### src/swma_pkg.sv
// ----------------------------------------------------------------------------
// swma_pkg
// shared types and constants of the sliding window moving average
// ----------------------------------------------------------------------------
package swma_pkg;

    // fixed widths of the result fields and the window size register
    localparam int AVG_BITS = 26;
    localparam int CNT_BITS = 11;
    localparam int CFG_BITS = 11;

    // saturation limits of the average
    localparam logic signed [AVG_BITS-1:0] AVG_MAX = {1'b0, {(AVG_BITS-1){1'b1}}};
    localparam logic signed [AVG_BITS-1:0] AVG_MIN = {1'b1, {(AVG_BITS-1){1'b0}}};

    // commands from the controller to the datapath
    typedef struct packed {
        logic load;     // latch sample, start ring read
        logic update;   // running sum, count, ring write
        logic setup;    // load divider operands
        logic step;     // one quotient bit
        logic emit;     // load the output register
    } cmd_t;

endpackage

### src/swma_datapath.sv
// ----------------------------------------------------------------------------
// swma_datapath
// datapath: window register, running sum, fill count, bit serial divider
// ----------------------------------------------------------------------------
module swma_datapath #(
    parameter int MAX_WINDOW    = 1024,
    parameter int SAMPLE_BITS   = 18,
    parameter int FRACTION_BITS = 8,
    localparam int AW = (MAX_WINDOW > 1) ? $clog2(MAX_WINDOW) : 1,
    localparam int CW = $clog2(MAX_WINDOW + 1),
    localparam int SW = SAMPLE_BITS + CW,
    localparam int NW = SW + FRACTION_BITS
) (
    input  logic                                clk,
    input  logic                                rst_n,
    input  swma_pkg::cmd_t                      cmd,
    input  logic                                cfg_we,
    input  logic [swma_pkg::CFG_BITS-1:0]       cfg_wdata,
    input  logic signed [SAMPLE_BITS-1:0]       sample,
    output logic [AW-1:0]                       ram_raddr,
    input  logic [SAMPLE_BITS-1:0]              ram_rdata,
    output logic                                ram_we,
    output logic [AW-1:0]                       ram_waddr,
    output logic [SAMPLE_BITS-1:0]              ram_wdata,
    output logic signed [swma_pkg::AVG_BITS-1:0] average,
    output logic [swma_pkg::CNT_BITS-1:0]       held_count
);
    import swma_pkg::*;

    localparam logic [63:0] POS_LIM = 64'((64'd1 << (AVG_BITS - 1)) - 64'd1);
    localparam logic [63:0] NEG_LIM = 64'd1 << (AVG_BITS - 1);

    logic [CFG_BITS-1:0]         window_reg, window_next;
    logic [AW-1:0]               slot_reg, slot_next;
    logic [CW-1:0]               fill_reg, fill_next;
    logic signed [SW-1:0]        sum_reg, sum_next;

    logic signed [SAMPLE_BITS-1:0] sample_reg;
    logic [NW-1:0]               num_reg;
    logic [CW-1:0]               rem_reg;
    logic                        neg_reg;
    logic signed [AVG_BITS-1:0]  avg_reg, avg_next;
    logic [CNT_BITS-1:0]         held_reg;

    logic [31:0]                 ws32, win32;
    logic [CW-1:0]               win_eff;
    logic                        full;
    logic signed [SW-1:0]        oldest;
    logic [SW-1:0]               mag;
    logic [CW:0]                 rem_shift, div_ext;
    logic                        q_bit;
    logic [CW-1:0]               rem_next;
    logic [63:0]                 q64;

    // effective window, clamped to 1..MAX_WINDOW
    always_comb
    begin
        ws32 = 32'(window_reg);
        if (ws32 == 32'd0)
        begin
            win32 = 32'd1;
        end
        else if (ws32 > 32'(MAX_WINDOW))
        begin
            win32 = 32'(MAX_WINDOW);
        end
        else
        begin
            win32 = ws32;
        end
        win_eff = CW'(win32);
    end

    // ring access: read at accept, write back the new sample at update
    assign ram_raddr = slot_reg;
    assign ram_we    = cmd.update;
    assign ram_waddr = slot_reg;
    assign ram_wdata = sample_reg;

    // running sum and pointers
    always_comb
    begin
        full        = (fill_reg >= win_eff);
        oldest      = full ? SW'($signed(ram_rdata)) : '0;
        window_next = window_reg;
        slot_next   = slot_reg;
        fill_next   = fill_reg;
        sum_next    = sum_reg;
        if (cfg_we)
        begin
            window_next = cfg_wdata;
            slot_next   = '0;
            fill_next   = '0;
            sum_next    = '0;
        end
        else if (cmd.update)
        begin
            sum_next = sum_reg + SW'(sample_reg) - oldest;
            if (!full)
            begin
                fill_next = fill_reg + 1'b1;
            end
            if ((32'(slot_reg) + 32'd1) >= 32'(win_eff))
            begin
                slot_next = '0;
            end
            else
            begin
                slot_next = slot_reg + 1'b1;
            end
        end
    end

    always_ff @(posedge clk or negedge rst_n)
    begin
        if (!rst_n)
        begin
            window_reg <= CFG_BITS'(1);
            slot_reg   <= '0;
            fill_reg   <= '0;
            sum_reg    <= '0;
        end
        else
        begin
            window_reg <= window_next;
            slot_reg   <= slot_next;
            fill_reg   <= fill_next;
            sum_reg    <= sum_next;
        end
    end

    // restoring divide step, quotient shifts into the numerator register
    assign mag       = sum_reg[SW-1] ? SW'(-sum_reg) : SW'(sum_reg);
    assign rem_shift = {rem_reg, num_reg[NW-1]};
    assign div_ext   = {1'b0, fill_reg};
    assign q_bit     = (rem_shift >= div_ext);
    assign rem_next  = q_bit ? CW'(rem_shift - div_ext) : rem_shift[CW-1:0];

    // sign and saturation of the quotient
    always_comb
    begin
        q64 = 64'(num_reg);
        if (neg_reg)
        begin
            avg_next = (q64 > NEG_LIM) ? AVG_MIN : -AVG_BITS'(q64);
        end
        else
        begin
            avg_next = (q64 > POS_LIM) ? AVG_MAX : AVG_BITS'(q64);
        end
    end

    // payload registers
    always_ff @(posedge clk)
    begin
        if (cmd.load)
        begin
            sample_reg <= sample;
        end
        if (cmd.setup)
        begin
            neg_reg <= sum_reg[SW-1];
            num_reg <= NW'(mag) << FRACTION_BITS;
            rem_reg <= '0;
        end
        else if (cmd.step)
        begin
            num_reg <= {num_reg[NW-2:0], q_bit};
            rem_reg <= rem_next;
        end
        if (cmd.emit)
        begin
            avg_reg  <= avg_next;
            held_reg <= CNT_BITS'(fill_reg);
        end
    end

    assign average    = avg_reg;
    assign held_count = held_reg;

    // the fill count never passes the window
    assert property (@(posedge clk) disable iff (!rst_n)
        fill_reg <= win_eff)
        else $error("fill count beyond window");

    // the divisor is never zero while dividing
    assert property (@(posedge clk) disable iff (!rst_n)
        (cmd.setup || cmd.step) |-> (fill_reg != '0))
        else $error("divide by zero count");

    // the write slot stays inside the window
    assert property (@(posedge clk) disable iff (!rst_n)
        32'(slot_reg) < 32'(win_eff))
        else $error("write slot outside window");
endmodule

### config.mk
export PLATFORM = sky130hd
export DESIGN_NAME = swma_datapath
export DESIGN_NICKNAME = d
export VERILOG_FILES = /design/src/swma_pkg.sv /design/src/swma_datapath.sv
export SDC_FILE = /design/constraint.sdc
export NUM_CORES = 1
export LEC_CHECK = 0
export ABC_AREA = 1
export BUFFER_PORTS_ARGS = -buffer_cell sky130_fd_sc_hd__buf_2
export CAP_MARGIN = 10
export CORE_MARGIN = 2
export CORE_UTILIZATION = 60
export CTS_BUF_LIST = sky130_fd_sc_hd__clkbuf_8 sky130_fd_sc_hd__clkbuf_16
export CTS_CLUSTER_DIAMETER = 50
export CTS_CLUSTER_SIZE = 40
export DETAILED_ROUTE_END_ITERATION = 10
export PLACE_DENSITY = 0.81
export SLEW_MARGIN = 20
export SYNTH_ARGS = -nofsm -noshare
export SYNTH_HDL_FRONTEND = slang
export SYNTH_SLANG_ARGS = --single-unit
### constraint.sdc
create_clock -name clk -period 11.25 [get_ports clk]
set_clock_uncertainty 0.2 [all_clocks]
set_input_delay 2.8125 -clock clk [delete_from_list [all_inputs] [get_ports clk]]
set_output_delay 2.8125 -clock clk [all_outputs]
set_load 0.02 [all_outputs]
* Word-level counts from Yosys, hierarchy flattened
Cells that the tools add are included. Widths: inputs -> output; s select.
Storage, ports and cells: input bits 55, output and inout port bits 76, bits in registers 165, logic and storage cells 48
Operators by class: reduce and logical (&&, ||, !) cells 4, order comparisons 6, muxes and demuxes 18, equal/unequal tests 1, add/subtract/negate cells 8
Operators with widths (number):
- $mux 29 | 4
- $mux 26 | 3
- $mux 37 | 2
- $mux 11 | 6
- $gt 37x25->1 const B | 1
- $gt 37x26->1 const B | 1
- $mux 10 | 3
- $add 29x18->29 | 1
- $neg 29->29 | 1
- $sub 29x29->29 | 1
- $neg 26->26 | 1
- $ge 11x11->1 | 2
- $ge 12x11->1 | 1
- $add 10x1->11 const B | 1
- $add 11x1->11 const B | 1
- $gt 11x11->1 const B | 1
- $logic_not 11->1 | 1
- $sub 11x11->11 | 1
- $add 10x1->10 const B | 1
- $reduce_bool 2->1 | 2
- $ne 2x2->1 const B | 1
- $reduce_and 2->1 | 1

* Longest topological paths before layout
depth after elaboration 8, depth in mapped cells 28, mapped depth without buffers 27

* Worst setup path before layout
OpenSTA, ideal clock, no wires.
path kind input to output, start point input cmd[3] (netlist name), end point output ram_we, arrival time 2946 ps, data required time 8238 ps, setup slack 5291 ps, stages 1, buffers on the path 1, path through buf_4
RTL lines:
- start: declaration | RTL line swma_datapath.sv:16 | input swma_pkg::cmd_t cmd,
- end: declaration | RTL line swma_datapath.sv:22 | output logic ram_we,
No word-level cell between the ends.

* Worst setup path after layout
start point input cmd[3] (netlist name), end point output ram_we
No word-level cell between the ends.

==> run summary <==
First-pass GRT wire length = 53800 um
Top FF cell, synth = edfxtp_1
Max Clock Freq = 162 MHz
Post-synth EDFFs = 85
Mean Syn Cell Area = 7.06 um^2
Commonest cells post-synth = nand2_1 (557), inv_1 (310), nor2_1 (170)
Cts bufs inserted = 17
RR Startpoint = window_reg[6]
Synthesized-area fraction occupied by adder cells = 11.2%
Max VDD drop = 143 uV
Critical path class = input pin to primary output
R2R setup slack = 5900 ps
Distinct cells, synth = 49
Critical-path cell list = buf_2, buf_2
I/O pin total = 131
Hold WC Path Type = flop to flop
Via count = 11900
Worst path slowest cell = buf_2
Total global routing track utilization = 30.1%
Run status = finished, final reports clean
Post-Synthesis Cells = 1814
Starting Density = 61.1%
Post-DP HPWL = 25200 um
Hold Path Stages = 2
Initial antenna violation count = 0
Worst Setup End Kind = primary output
Setup TNS = 0 ps
DR WL/cell = 14.7 um
Clock root buffer = clkbuf_16
CTS resizes = 0
Worst Path Buf+Inv = 2
Max reg flops = 37
Clock transition at path regs = 70 ps
Core Box Area = 21000 um^2
CP most frequent cell = buf_2
Synth top area share = 19.9%
Post-synth ARST share = 37.0%
CTS tree = built
Fin Hold WS = 282 ps
IO Port Bufs = 130
Seq/Total Area, Yosys = 34.8%
Final Util = 67.6%
R2R Path End = sum_reg[26]
Worst slew margin = 44.0%
Area Overhead vs Synth = 10.5%
Antenna Violating Nets Remaining = 0
Vias/cell = 5.38
Placer Congestion = 0.956
Register bit count reported by yosys = 165
Mux share of post-synthesis cell area = 0%
Placement Rows = 53
Largest family of logic cells by synthesized area = simple AND/OR/NAND/NOR gates
CP max FO = 8
Worst path arrival time = 3150 ps
DR pass1 iterations = 6
Synth Area in Simple Gates = 31.8%
Die width = 150 um
Max cap viols = 0
Syn_nets = 1966
Startpoint Class = input pin
Worst r2r path cells = 23
Largest net degree at the start of global routing = 62
DR DRC count = 0
Nets = 2074
Compound-Gate Fraction of Synth Area = 8.00%
CP max stage delay = 180 ps
Ratio of cells with drive above 1 in the final layout = 10.8%
FILL cells = 1828
Die height = 150 um
Diodes inserted = 0
WP data required = 8240 ps
Tcrit/Tclk final = 54.8%
Pwr dens = 261 nW/um^2
Synth area leader = edfxtp_1
Slew Limit Fails = 0
CTS Hold Bufs = 0
# clock sinks = 165
Post-Synth XOR/XNOR Area = 2.87%
H-tree depth = 4
Crit-path leading delay family = buffers and inverters
Total die area = 22500 um^2
Leak pwr = 7.40 nW
Post CTS Setup Buffer Count = 0
Post-Layout Cell Count = 2210
Max clock buf depth = 2
Worst-Margin Slew = 840 ps
Ys Warns = 0
Clk_lat worst skew = 440 ps
Crit path time final = 6160 ps
Grt total ovfl = 0
Final setup vio count = 0
Hold_sp = rem_reg[0]
Placed insts = 2178
Worst Hold Path EP = rem_reg[0]
Overall Power = 3.69 mW
RSZ-0062 raised after global routing = no
Total Wirelength = 32500 um
Endpoints failing hold = 0
Ranking of synthesized cells by area = edfxtp_1 (20%), nand2_1 (16%), dfrtp_1 (12%)
Vias in the first global route = 11200
Synth Cell Area = 12800 um^2
Initial DRC Count = 862
Most frequent cell after synthesis = nand2_1
## metrics by stage
step	area (um^2)	worst slack, ps
floorplan	12800	5290
global placement	13600	5100
detailed placement	13600	5090
CTS	14200	5090
global route	14200	5060
finish	14200	5090
## logic make-up (layout without fill, tap and decap cells)
logic type / count (synthesis) / count (layout)
simple gates: 954 / 954
xor+xnor: 42 / 42
compound gates: 189 / 189
flops: 165 / 165
fa+ha+maj: 97 / 97
buf+inv: 367 / 488
## power breakdown
group	internal, mW	switching, mW
Sequential	0.795	0.130
Combinational	0.740	1.47
Clock	0.301	0.259
## per-layer routing
layer / GRT usage, % / vias up / wire, um
li1: - / 5995 / -
met1: 41.1 / 5410 / 14600
met2: 49.3 / 420 / 15100
met3: 4.48 / 71 / 1780
met4: 10.3 / 0 / 983
met5: 0 / - / 0
## cell usage in the layout, fill, tap and decap left out, types with 30 or more instances in the layout
cell type  instances
edfxtp_1          85
inv_1            310
o21ai_0           77
a21oi_1           43
nand4_1           46
dfrtp_1           60
nand2_1          557
ha_1              68
xor2_1            30
nand3_1          127
nor2_1           170
buf_2            130
## worst max path at each step
stage	from	to	slack [ps]	depth (start not counted)
2_1_floorplan	cmd[3]	ram_we	5290	1
3_3_place_gp	cmd[3]	ram_we	5100	2
3_5_place_dp	cmd[3]	ram_we	5090	2
4_1_cts	cmd[3]	ram_we	5090	2
5_1_grt	cmd[3]	ram_we	5060	2
6_report	cmd[3]	ram_we	5090	2
## cell type report
class	count	area [um^2]	share of cell area (%)
Inverter	320	1200	8.49
Multi-Input combinational cell	1282	6890	48.7
Timing Repair Buffer	136	696	4.91
Tap cell	275	344	2.43
Sequential cell	165	4460	31.5
Clock buffer	18	450	3.18
Clock inverter	14	110	0.778
(Power assumes the default switching activity.)
