File: src/swma_pkg.sv
// ----------------------------------------------------------------------------
// swma_pkg
// shared types and constants of the sliding window moving average
// ----------------------------------------------------------------------------
package swma_pkg;

    // fixed widths of the result fields and the window size register
    localparam int AVG_BITS = 26;
    localparam int CNT_BITS = 11;
    localparam int CFG_BITS = 11;

    // saturation limits of the average
    localparam logic signed [AVG_BITS-1:0] AVG_MAX = {1'b0, {(AVG_BITS-1){1'b1}}};
    localparam logic signed [AVG_BITS-1:0] AVG_MIN = {1'b1, {(AVG_BITS-1){1'b0}}};

    // commands from the controller to the datapath
    typedef struct packed {
        logic load;     // latch sample, start ring read
        logic update;   // running sum, count, ring write
        logic setup;    // load divider operands
        logic step;     // one quotient bit
        logic emit;     // load the output register
    } cmd_t;

endpackage

File: src/swma_ctrl.sv
// ----------------------------------------------------------------------------
// swma_ctrl
// controller: sequences accept, sum update, serial divide and output load
// ----------------------------------------------------------------------------
module swma_ctrl #(
    parameter int DIV_STEPS = 37
) (
    input  logic          clk,
    input  logic          rst_n,
    input  logic          in_valid,
    output logic          in_ready,
    output logic          out_valid,
    input  logic          out_ready,
    output swma_pkg::cmd_t cmd
);
    import swma_pkg::*;

    localparam int CW = $clog2(DIV_STEPS);

    typedef enum logic [4:0] {
        S_IDLE   = 5'b00001,
        S_UPDATE = 5'b00010,
        S_SETUP  = 5'b00100,
        S_DIVIDE = 5'b01000,
        S_FINISH = 5'b10000
    } state_t;

    state_t        state_reg, state_next;
    logic [CW-1:0] cnt_reg, cnt_next;
    logic          out_valid_reg, out_valid_next;
    logic          out_free;

    assign out_free  = !out_valid_reg || out_ready;
    assign in_ready  = (state_reg == S_IDLE);
    assign out_valid = out_valid_reg;

    // next state and commands
    always_comb
    begin
        state_next     = state_reg;
        cnt_next       = cnt_reg;
        out_valid_next = out_valid_reg && !out_ready;
        cmd            = '0;
        case (state_reg)
            S_IDLE:
            begin
                if (in_valid)
                begin
                    cmd.load   = 1'b1;
                    state_next = S_UPDATE;
                end
            end
            S_UPDATE:
            begin
                cmd.update = 1'b1;
                state_next = S_SETUP;
            end
            S_SETUP:
            begin
                cmd.setup  = 1'b1;
                cnt_next   = '0;
                state_next = S_DIVIDE;
            end
            S_DIVIDE:
            begin
                cmd.step = 1'b1;
                cnt_next = cnt_reg + 1'b1;
                if (cnt_reg == CW'(DIV_STEPS - 1))
                begin
                    state_next = S_FINISH;
                end
            end
            S_FINISH:
            begin
                if (out_free)
                begin
                    cmd.emit       = 1'b1;
                    out_valid_next = 1'b1;
                    state_next     = S_IDLE;
                end
            end
            default:
            begin
                state_next = S_IDLE;
            end
        endcase
    end

    // control registers
    always_ff @(posedge clk or negedge rst_n)
    begin
        if (!rst_n)
        begin
            state_reg     <= S_IDLE;
            cnt_reg       <= '0;
            out_valid_reg <= 1'b0;
        end
        else
        begin
            state_reg     <= state_next;
            cnt_reg       <= cnt_next;
            out_valid_reg <= out_valid_next;
        end
    end

    // a result never overwrites one still waiting
    assert property (@(posedge clk) disable iff (!rst_n)
        cmd.emit |-> (!out_valid_reg || out_ready))
        else $error("result loaded over a pending result");

    // an accepted request goes straight to the sum update
    assert property (@(posedge clk) disable iff (!rst_n)
        cmd.load |=> cmd.update)
        else $error("sum update did not follow accept");

    // divider count stays within the quotient width
    assert property (@(posedge clk) disable iff (!rst_n)
        (state_reg == S_DIVIDE) |-> (cnt_reg <= CW'(DIV_STEPS - 1)))
        else $error("divider count out of range");

    // setup, then one divide cycle per quotient bit, then finish
    assert property (@(posedge clk) disable iff (!rst_n)
        cmd.setup |-> ##(DIV_STEPS + 1) (state_reg == S_FINISH))
        else $error("divide phase length wrong");
endmodule

File: config.mk
export PLATFORM = sky130hd
export DESIGN_NAME = swma_ctrl
export DESIGN_NICKNAME = d
export VERILOG_FILES = /design/src/swma_pkg.sv /design/src/swma_ctrl.sv
export SDC_FILE = /design/constraint.sdc
export NUM_CORES = 1
export LEC_CHECK = 0
export ABC_AREA = 1
export BUFFER_PORTS_ARGS = -buffer_cell sky130_fd_sc_hd__buf_2
export CORE_MARGIN = 2
export CORE_UTILIZATION = 43
export DETAILED_ROUTE_END_ITERATION = 7
export PLACE_DENSITY_LB_ADDON = 0.2
export SLEW_MARGIN = 20
export SYNTH_ARGS = -nofsm -noshare
export SYNTH_HDL_FRONTEND = slang
export SYNTH_SLANG_ARGS = --single-unit
File: constraint.sdc
create_clock -name clk -period 3.05 [get_ports clk]
set_clock_uncertainty 0.05 [all_clocks]
set_input_delay 0.305 -clock clk [delete_from_list [all_inputs] [get_ports clk]]
set_output_delay 0.305 -clock clk [all_outputs]
set_load 0.01 [all_outputs]
---- Word level (Yosys, flattened, before mapping) ----
Index checks and enable logic that the tools add are counted.
word-level totals
  register bits after elaboration ......... 12
  memories kept ........................... 0
  bits in writable memories ............... 0
  latch bits .............................. 0
  memory bits (read-only) ................. 0
operators by class
  $add $sub $neg .......................... 1
  bitwise gates (word level) .............. 0
  shift operators ......................... 0
  reductions and logical operators ........ 6
  divide/modulo/power cells ............... 0
  magnitude comparators ................... 0
  equal/unequal tests ..................... 9
  multipliers ............................. 0
  mux-type cells .......................... 14
operator list
  operator               number
  $pmux W5 S5            1
  $mux W5                3
  $pmux W6 S2            1
  $mux W1                9
  $add A6 B1 Y6 const B  1
  $eq A6 B6 Y1 const B   1
  $ne A2 B2 Y1 const B   3
  $eq A5 B1 Y1 const B   1
  $eq A5 B2 Y1 const B   1
  $eq A5 B3 Y1 const B   1
  $eq A5 B4 Y1 const B   1
  $eq A5 B5 Y1 const B   1
  $reduce_and A3 Y1      1
  $logic_not A1 Y1       2
  $reduce_bool A2 Y1     1
  $logic_and A1 B1 Y1    1
  $logic_or A1 B1 Y1     1

---- Depth between registers and ports, before layout ----
Gate-level depths: netlist of run 1.
  depth in word-level cells ............... 4
  depth in mapped cells ................... 8
  depth with buffers taken out ............ 8

---- Worst setup path after synthesis of run 1 ----
No wires, ideal clock.
  path kind ............................... register -> output
  start ................................... register state_reg[0]
  end ..................................... output cmd[4] in the netlist's numbering
  required time ........................... 2.695 ns
  path slack .............................. 1.701 ns
  arrival time ............................ 0.994 ns
  cell stages (with the launch flop) ...... 5
  path through ............................ dfstp_2 -> inv_1 -> nor2_1 -> nand3_1 -> nor2_1
RTL lines
  element                   line              text
  start: declaration        swma_ctrl.sv:28   state_t state_reg, state_next;
  start signal: assignment  swma_ctrl.sv:100  state_reg <= state_next;
  end: declaration          swma_ctrl.sv:14   output swma_pkg::cmd_t cmd

==> results of run 1 <==
-- routing by layer --
metal  vias up  routed length (um)  global-route usage (%)
li1        290                   -                       -
met1       236                 646                   22.22
met2         8                 579                   22.94
met3         2                  34                   2.500
met4         0                   8                   9.091
met5         -                   0                       0
-- metrics by stage --
| step | setup WS (ns) | total power [mW] |
|---|---|---|
| after CTS | 1.301 | 0.6180 |
| final | 1.315 | 0.6048 |
| after global placement | 1.651 | 0.4717 |
| after floorplan | 1.701 | 0.4186 |
| after detailed placement | 1.622 | 0.4799 |
| after global routing | 1.197 | 0.6585 |
-- cells in the mapped netlist --
master	instances	share of area (%)
nand2_1	13	7.2
inv_1	12	6.6
nor2_1	12	6.6
dfrtp_1	11	41
nand3_1	7	5.2
o21ai_0	5	3.7
nand4_1	4	3.7
buf_4	2	2.2
ha_1	2	3.7
inv_2	2	1.1
nand2_2	2	1.8
nor2_4	2	3.3
a21oi_1	1	0.74
clkinv_4	1	1.3
dfstp_2	1	3.9
nand3_4	1	2.6
nand4_2	1	1.8
nor2_2	1	0.92
o22ai_1	1	0.92
or2_2	1	0.92
xor2_1	1	1.3
-- worst register-to-register path, cell delays in order (launching register included) --
cell	delay, ns
dfrtp_1	0.42
inv_1	0.10
ha_1	0.16
nand3_1	0.07
nor2_1	0.13
nor2_1	0.06
nor2_1	0.14
nand2_1	0.07
nand2_1	0.05
-- layout make-up --
type	instances	area share [%]
clock buffers	4	4.647
flip-flops and latches	12	38.62
well taps	16	2.564
inverters	15	7.853
multi-input cells	54	38.62
repair buffers	11	7.692
-- cells by family (layout without fill, tap and decap cells) --
kind of cell,after synthesis,count (layout),synth area share [%]
flip-flops,12,12,44.38
adder cells (fa/ha/maj),2,2,3.683
buffers and inverters,17,30,11.23
XOR/XNOR,1,1,1.289
AO/OA/AOI/OAI,7,7,5.340
AND/OR/NAND/NOR,44,44,34.07
-- report_power, final --
group | switching [mW] | internal, mW
combinational | 0.148 | 0.0835
sequential | 0.0423 | 0.202
clock | 0.0564 | 0.0725
total | 0.247 | 0.358
-- path summary, 6_finish.rpt --
path / endpoint / from / cells past startpoint / slack [ns]
min in group asynchronous: cnt_reg[4] / rst_n / 2 / 0.38
min reg2reg: out_valid / out_valid / 2 / 0.51
max in group asynchronous: state_reg[0] / rst_n / 2 / 2.29
max reg2reg: state_reg[4] / cnt_reg[0] / 8 / 1.74
min: out_valid / out_ready / 2 / 0.17
max: cmd[4] / state_reg[0] / 5 / 1.32
-- repair_timing --
item | in CTS | in global routing
hold endpoints to repair | 11 | 0
hold buffers | 1 | 0
resized for setup | 0 | 0
==> metrics.cfg, run 1 <==
[status]
outcome = complete, no violations

[critical_path]
path_max_fanout = 4
worst-path-buf-inv = 2
endpoint_kind = output port
worstSetupPathType = flop to output port
cp.arrival_ns = 1.38
path_common_cell = nor2_1
worstPathRequired_ns = 2.69
start_kind = flop
path_cells = inv_1 -> nor2_1 -> nand3_1 -> nor2_1 -> buf_2
path_delay_family = flip-flops
critPathSlowestCell = dfstp_2
max_stage_delay_ns = 0.56

[yosys]
syn_avg_cell_area_um2 = 8.186
synth_warnings = 0
seq_area_frac_synth_pct = 44.38
ys_ff_latch = 12
syn-num-nets = 89
synth_cells = 83
syn_area_um2 = 679.4
yosysUniqueCellTypes = 21

[detailed_routing]
wl_per_cell_um = 11.32
totalWireLength_um = 1268
drt_iter0_markers = 3
vias = 536
drtAntennaViolNets = 0
drt_pass1_iterations = 4
vias_per_cell = 4.786
drc = 0

[cells_and_area]
final_common_cell = nand2_1
area_delta_synth_final_pct = 14.92
stdcell_area_um2 = 780.7
n_antenna_cell = 0
nFillCells = 137
drive_above_1_share_pct = 27.08
mostFrequentLayoutCells = nand2_1, inv_1, nor2_1, dfrtp_1, buf_2
largest_reg_flops = 6
regArea_um2 = 301.5
finalNonFillerCells = 112
layout.nets = 103
multi_input_comb_area_um2 = 301.5
fin_util_pct = 52.44

[placement]
dp_cells = 107
place_congestion = 0.7066
placed_cell_area_um2 = 734.5
place_hpwl_um = 965.7
port_buffers = 10

[clock_tree]
numCtsBuffers = 3
clkTransAtPathRegs_ns = 0.08
post_cts_buffers = 0
cts_tree = yes
worstSkewPairLatency_ns = 0.27
cts-htree-levels = 1
clock_path_buffers = 2
cts_sinks = 12
root_buffer = clkbuf_4

[global_route]
grt_antenna_before_repair = 0
grt_overflow_total = 0
track_usage_pct = 15.80
grt_start_max_net_pins = 13
grt_pass1_vias = 490
grt_first_pass_wirelength_um = 2173

[min_path]
min_path_type = input pin to flop

[power]
power_density_nw_per_um2 = 774.7
p_leak_nw = 0.4235
peakVddDrop_mv = 0.3610

[floorplan]
die-area_um2 = 1914
core_um2 = 1489
io_pins = 11
initial_utilization_pct = 45.63
rows = 14
die_y_um = 43.75
die_width_um = 43.75

[sta]
worstMarginPinSlew_ns = 0.2824
finalSetupTns_ns = 0
hold_violations = 0
rsz0062_at_grt = false
finalMaxSlewViolations = 0
timing.slew.headroom_pct = 81.18
fmax_mhz = 576.4
setup_viol = 0
finalCritPeriodShare_pct = 56.88
timing.final.crit_period_ns = 1.735
hold_ws_ns = 0.1697

[job]
max_cap_violations = 0

Note: power is estimated with default switching activity, not from simulation.
==> inputs of run 2 (changes only) <==
==> constraint.sdc (replaced) <==
create_clock -name clk -period 1.5 [get_ports clk]
set_clock_uncertainty 0.05 [all_clocks]
set_input_delay 0.15 -clock clk [delete_from_list [all_inputs] [get_ports clk]]
set_output_delay 0.15 -clock clk [all_outputs]
set_load 0.01 [all_outputs]
==> metrics.cfg, run 2 (synthesis gave the netlist of run 1 again) <==
[cells_and_area]
mostFrequentLayoutCells = nand2_1, inv_1, nor2_1, dfrtp_1, buf_2  ; unchanged
largest_reg_flops = 6  ; unchanged
drive_above_1_share_pct = 38.46  ; was 27.08%
fin_util_pct = 59.58  ; was 52.44%
stdcell_area_um2 = 887.1  ; was 780.7 um^2
nFillCells = 128  ; was 137
layout.nets = 111  ; was 103
area_delta_synth_final_pct = 30.57  ; was 14.92%
final_common_cell = nand2_1  ; unchanged
n_antenna_cell = 0  ; unchanged

[critical_path]
endpoint_kind = output port  ; unchanged
path_max_fanout = 3  ; was 4
r2r.worst_path.cells = 9  ; was 8
critPathSlowestCell = dfstp_2  ; unchanged
max_stage_delay_ns = 0.57  ; was 0.56 ns
cp_num_cells = 5  ; unchanged
worst-path-buf-inv = 4  ; was 2
cp.arrival_ns = 1.33  ; was 1.38 ns
start_kind = flop  ; unchanged
worstSetupPathType = flop to output port  ; unchanged
path_delay_family = flip-flops  ; unchanged
path_cells = inv_2 -> buf_4 -> nand4_1 -> inv_1 -> buf_2  ; was inv_1 -> nor2_1 -> nand3_1 -> nor2_1 -> buf_2
worstPathRequired_ns = 1.30  ; was 2.69 ns

[clock_tree]
cts_sinks = 12  ; unchanged
cts-htree-levels = 1  ; unchanged
root_buffer = clkbuf_4  ; unchanged
clock_path_buffers = 2  ; unchanged
clkTransAtPathRegs_ns = 0.07  ; was 0.08 ns
worstSkewPairLatency_ns = 0.27  ; about the same
numCtsBuffers = 3  ; unchanged
cts_tree = yes  ; unchanged

[global_route]
track_usage_pct = 16.98  ; was 15.80%
grt_antenna_before_repair = 0  ; unchanged
grt_first_pass_wirelength_um = 2332  ; was 2173 um
grt_pass1_vias = 544  ; was 490
grt_overflow_total = 0  ; unchanged
grt_start_max_net_pins = 13  ; unchanged

[power]
peakVddDrop_mv = 0.9845  ; was 0.3610 mV
p_leak_nw = 0.4638  ; was 0.4235 nW
power_density_nw_per_um2 = 1663  ; was 774.7 nW/um^2

[sta]
finalCritPeriodShare_pct = 102.2
hold_ws_ns = 0.01622  ; was 0.1697 ns
fmax_mhz = 652.2
setup_ws_ns = -0.03320  ; was 1.315 ns
rsz0062_at_grt = true  ; was false
worstMarginPinSlew_ns = 0.2891  ; was 0.2824 ns
hold_violations = 0  ; unchanged
finalSetupTns_ns = -0.03320  ; was 0 ns
timing.final.crit_period_ns = 1.533
timing.slew.headroom_pct = 80.73  ; was 81.18%
finalMaxSlewViolations = 0  ; unchanged
setup_viol = 1  ; was 0

[floorplan]
initial_utilization_pct = 45.63  ; unchanged
die_y_um = 43.75  ; unchanged
rows = 14  ; unchanged
die_width_um = 43.75  ; unchanged
die-area_um2 = 1914  ; unchanged
io_pins = 11  ; unchanged
core_um2 = 1489  ; unchanged

[placement]
placed_cell_area_um2 = 734.5  ; unchanged
port_buffers = 10  ; unchanged
place_congestion = 0.7982  ; was 0.7066
place_hpwl_um = 949.4  ; was 965.7 um

[min_path]
whs_path_depth = 2  ; unchanged
min_path_type = input pin to flop  ; unchanged

[detailed_routing]
wl_met1_um = 693  ; was 646 um
drt_iter0_markers = 24  ; was 3
drc = 0  ; unchanged
routed-wl-met2_um = 797  ; was 579 um
routed.top_layer = met4  ; unchanged
drtAntennaViolNets = 0  ; unchanged
vias_per_cell = 5.142  ; was 4.786
vias = 617  ; was 536
wl_per_cell_um = 13.33  ; was 11.32 um
wl_met3_um = 72  ; was 34 um
totalWireLength_um = 1599  ; was 1268 um
drt_pass1_iterations = 4  ; unchanged

[job]
max_cap_violations = 0  ; unchanged

[status]
failed_checks = negative setup slack
outcome = finished, violations left  ; was complete, no violations

run 2: changes by cell type in the layout (fill, tap and decap cells not counted), sizes merged:
| cell | before | now |
|---|---|---|
| buf | 10 | 18 |
run 2: timing repair:
action | in CTS | in global routing
pin swaps | 2 | 7
setup endpoints to repair | 3 | 8
buffers inserted | 4 | 5
endpoints found under the hold margin | 12 | 0
hold buffers | 1 | 0
resized for setup | 5 | 9
run 2: routing by layer:
metal | up-vias | GRT usage (%)
li1 | 306 | -
met1 | 288 | 21.05
met2 | 19 | 25.88
met3 | 4 | 5.000
met4 | 0 | 10.30
met5 | - | 0
run 2: path summary, 6_finish.rpt:
| path | start | to | slack [ns] |
|---|---|---|---|
| min reg2reg | out_valid | out_valid | 0.50 |
| min | out_ready | out_valid | 0.02 |
| max in group asynchronous | rst_n | state_reg[0] | 0.88 |
| max reg2reg | state_reg[0] | state_reg[4] | 0.03 |
| min in group asynchronous | rst_n | cnt_reg[4] | 0.23 |
| max | state_reg[0] | cmd[3] | -0.03 |
run 2: metrics by stage:
stage | worst slack, ns | power, mW | cells
5_1_grt | -0.09211 | 1.587 | 120
4_1_cts | -0.009479 | 1.331 | 116
3_5_place_dp | 0.2243 | 0.9662 | 107
2_1_floorplan | 0.3064 | 0.8512 | 83
6_report | -0.03320 | 1.475 | 120
3_3_place_gp | 0.2327 | 0.9572 | 107
run 2: power by group:
group / switching (mW) / internal (mW)
clock: 0.108 / 0.103
combinational: 0.399 / 0.347
sequential: 0.104 / 0.414
run 2: cell type report:
cell class	instances	area (um^2)	share of cell area [%]
repair buffers	19	140.1	15.80
clock buffers	4	26.28	2.962
well taps	16	20.02	2.257
multi-input cells	54	335.3	37.80
flip-flops and latches	12	304.0	34.27
inverters	15	61.31	6.911
==> inputs of run 3 (changes only) <==
--- a/config.mk
+++ b/config.mk
@@ -5,8 +5,7 @@
 export SDC_FILE = /design/constraint.sdc
 export NUM_CORES = 1
 export LEC_CHECK = 0
-export ABC_AREA = 1
-export BUFFER_PORTS_ARGS = -buffer_cell sky130_fd_sc_hd__buf_2
+export BUFFER_PORTS_ARGS = -buffer_cell sky130_fd_sc_hd__clkbuf_2
 export CORE_MARGIN = 2
 export CORE_UTILIZATION = 43
 export DETAILED_ROUTE_END_ITERATION = 7
==> metrics.cfg, run 3 <==
[min_path]
whs_path_depth = 2  ; unchanged
hold_path_end = state_reg[1]  ; was out_valid
min_path_type = input pin to flop  ; unchanged
hp-start = in_valid  ; was out_ready

[job]
max_cap_violations = 0  ; unchanged

[yosys]
yosysUniqueCellTypes = 33  ; was 21
synthMostInstantiatedCell = dfrtp_1  ; was nand2_1
ys_top_cells_by_area = dfrtp_1, dfstp_2, and3b_1  ; was dfrtp_1, nand2_1, inv_1
yosys-top-cells-count = dfrtp_1, nor2_1, inv_1, nand2_1, o21ai_0  ; was nand2_1, inv_1, nor2_1, dfrtp_1, nand3_1
async_flop_share_pct = 100.0  ; unchanged
syn-num-nets = 80  ; was 89
synth_edf_count = 0  ; unchanged
syn_avg_cell_area_um2 = 9.519  ; was 8.186 um^2
synth_cells = 74  ; was 83
yosys.area.top_type = dfrtp_1  ; unchanged
syn_area_um2 = 704.4  ; was 679.4 um^2
synth_flop_cell = dfrtp_1  ; unchanged
seq_area_frac_synth_pct = 42.81  ; was 44.38%
ys_ff_latch = 12  ; unchanged
synth_top_area_share_pct = 39.08  ; was 40.52%
synth_warnings = 0  ; unchanged

[clock_tree]
clock_path_buffers = 2  ; unchanged
root_buffer = clkbuf_4  ; unchanged
cts_sinks = 12  ; unchanged
worstSkewPairLatency_ns = 0.27  ; about the same
cts_tree = yes  ; unchanged
numCtsBuffers = 3  ; unchanged
clkTransAtPathRegs_ns = 0.07  ; about the same
cts-htree-levels = 1  ; unchanged

[critical_path]
cp.arrival_ns = 1.47  ; was 1.33 ns
endpoint_kind = output port  ; unchanged
worstSetupPathType = flop to output port  ; unchanged
path_cells = or4b_4 -> nor2_4 -> buf_6  ; was inv_2 -> buf_4 -> nand4_1 -> inv_1 -> buf_2
worstReg2RegEnd = cnt_reg[3]  ; was state_reg[4]
r2r_slack_ns = -0.14  ; was 0.03 ns
path_max_fanout = 3  ; unchanged
max_stage_delay_ns = 0.58  ; was 0.57 ns
worstPathRequired_ns = 1.30  ; about the same
r2r_start = state_reg[1]  ; was state_reg[0]
start_kind = flop  ; unchanged
r2r.worst_path.cells = 3  ; was 9
critPathSlowestCell = or4b_4  ; was dfstp_2
crit_start = state_reg[1]  ; was state_reg[0]

[detailed_routing]
wl_per_cell_um = 15.53  ; was 13.33 um
vias = 695  ; was 617
drc = 0  ; unchanged
totalWireLength_um = 1864  ; was 1599 um
drtAntennaViolNets = 0  ; unchanged
drt_iter0_markers = 12  ; was 24
vias_per_cell = 5.792  ; was 5.142
drt_pass1_iterations = 4  ; unchanged

[cells_and_area]
drive_above_1_share_pct = 49.04  ; was 38.46%
n_antenna_cell = 0  ; unchanged
area_delta_synth_final_pct = 51.87  ; was 30.57%
mostFrequentLayoutCells = buf_4, dfrtp_1, buf_6  ; was nand2_1, inv_1, nor2_1, dfrtp_1, buf_2
stdcell_area_um2 = 1070  ; was 887.1 um^2
finalNonFillerCells = 120  ; unchanged
final_common_cell = buf_4  ; was nand2_1
layout.nets = 111  ; unchanged
largest_reg_flops = 6  ; unchanged

[global_route]
track_usage_pct = 20.98  ; was 16.98%
grt_antenna_before_repair = 0  ; unchanged
grt_pass1_vias = 659  ; was 544
grt_start_max_net_pins = 13  ; unchanged
grt_first_pass_wirelength_um = 2925  ; was 2332 um
grt_overflow_total = 0  ; unchanged

[floorplan]
initial_utilization_pct = 46.22  ; was 45.63%
core_um2 = 1524  ; was 1489 um^2
die-area_um2 = 1978  ; was 1914 um^2
io_pins = 11  ; unchanged
rows = 14  ; unchanged
die_width_um = 44.48  ; was 43.75 um
die_y_um = 44.48  ; was 43.75 um

[sta]
finalCritPeriodShare_pct = 111.1  ; was 102.2%
finalMaxSlewViolations = 0  ; unchanged
fmax_mhz = 600.2  ; was 652.2 MHz
hold_violations = 0  ; unchanged
worstMarginPinSlew_ns = 0.3219  ; was 0.2891 ns
timing.final.crit_period_ns = 1.666  ; was 1.533 ns
setup_viol = 9  ; was 1
rsz0062_at_grt = true  ; unchanged
setup_ws_ns = -0.1662  ; was -0.03320 ns
timing.slew.headroom_pct = 78.54  ; was 80.73%

[placement]
place_congestion = 0.7644  ; was 0.7982
port_buffers = 10  ; unchanged
place_hpwl_um = 1136  ; was 949.4 um
placed_cell_area_um2 = 837.1  ; was 734.5 um^2
dp_cells = 108  ; was 107

[power]
p_leak_nw = 0.4998  ; was 0.4638 nW
peakVddDrop_mv = 0.8962  ; was 0.9845 mV
power_density_nw_per_um2 = 1265  ; was 1663 nW/um^2

[status]
outcome = finished, violations left  ; unchanged
failed_checks = negative setup slack  ; unchanged

==> run 3: through the flow <==
stage	setup TNS, ns	hold WS, ns	total power, mW	util [%]	setup slack, ns
finish	-0.8436	0.06787	1.353	70.20	-0.1662
global route	-1.459	0.07865	1.414	70.20	-0.2082
CTS	-0.8218	0.06127	1.246	65.19	-0.1662
detailed placement	-0.3948	0.008524	0.8930	54.93	-0.1129
global placement	-0.2885	0.004132	0.8785	54.93	-0.09381
floorplan	-0.2261	-0.1956	0.6945	-	-0.1132
==> run 3: final cells by class <==
type	instances	area (um^2)
multi-input combinational	53	475.5
tap	16	20.02
inverter	5	18.77
clock buffer	4	26.28
fill	110	454.2
sequential	12	301.5
timing repair buffer	30	227.7
==> run 3: cells by family after synthesis <==
| kind of cell | synth area share, % |
|---|---|
| DFF | 42.81 |
| and+or+nand+nor | 32.86 |
| AOI/OAI and AO/OA | 11.01 |
| buffers and inverters | 6.926 |
| adders and majority gates | 3.552 |
| muxes | 2.842 |
==> run 3: critical path, delay by kind of cell (launching register included) <==
kind	cells	cell delay (ns)
buffers and inverters	1	0.11
flip-flops	1	0.41
AND/OR/NAND/NOR	2	0.69
==> run 3: power breakdown <==
group	switching, mW	leakage [nW]	internal [mW]
logic	0.330	0.322	0.383
registers	0.0420	0.162	0.381
clock network	0.114	0.0150	0.103
==> run 3: worst max path at each step <==
stage / slack, ns / to
after floorplan: -0.11 / cnt_reg[3]
after global placement: -0.09 / cnt_reg[3]
after detailed placement: -0.11 / cnt_reg[3]
after CTS: -0.17 / cmd[2]
after global routing: -0.21 / cmd[4]
final: -0.17 / cmd[2]
==> run 3: metal layers <==
| metal | routed length [um] | up-vias | global-route usage, % |
|---|---|---|---|
| li1 | - | 331 | - |
| met1 | 830 | 345 | 26.02 |
| met2 | 938 | 17 | 34.49 |
| met3 | 75 | 2 | 4.898 |
| met4 | 19 | 0 | 9.091 |
| met5 | 0 | - | 0 |
==> run 3: what timing repair did <==
| action | CTS | global route |
|---|---|---|
| endpoints found under the hold margin | 12 | 0 |
| hold buffers | 1 | 0 |
| pin swaps | 8 | 10 |
| gates resized for setup | 18 | 15 |
| endpoints found under the setup margin | 12 | 13 |
| setup buffers | 4 | 3 |
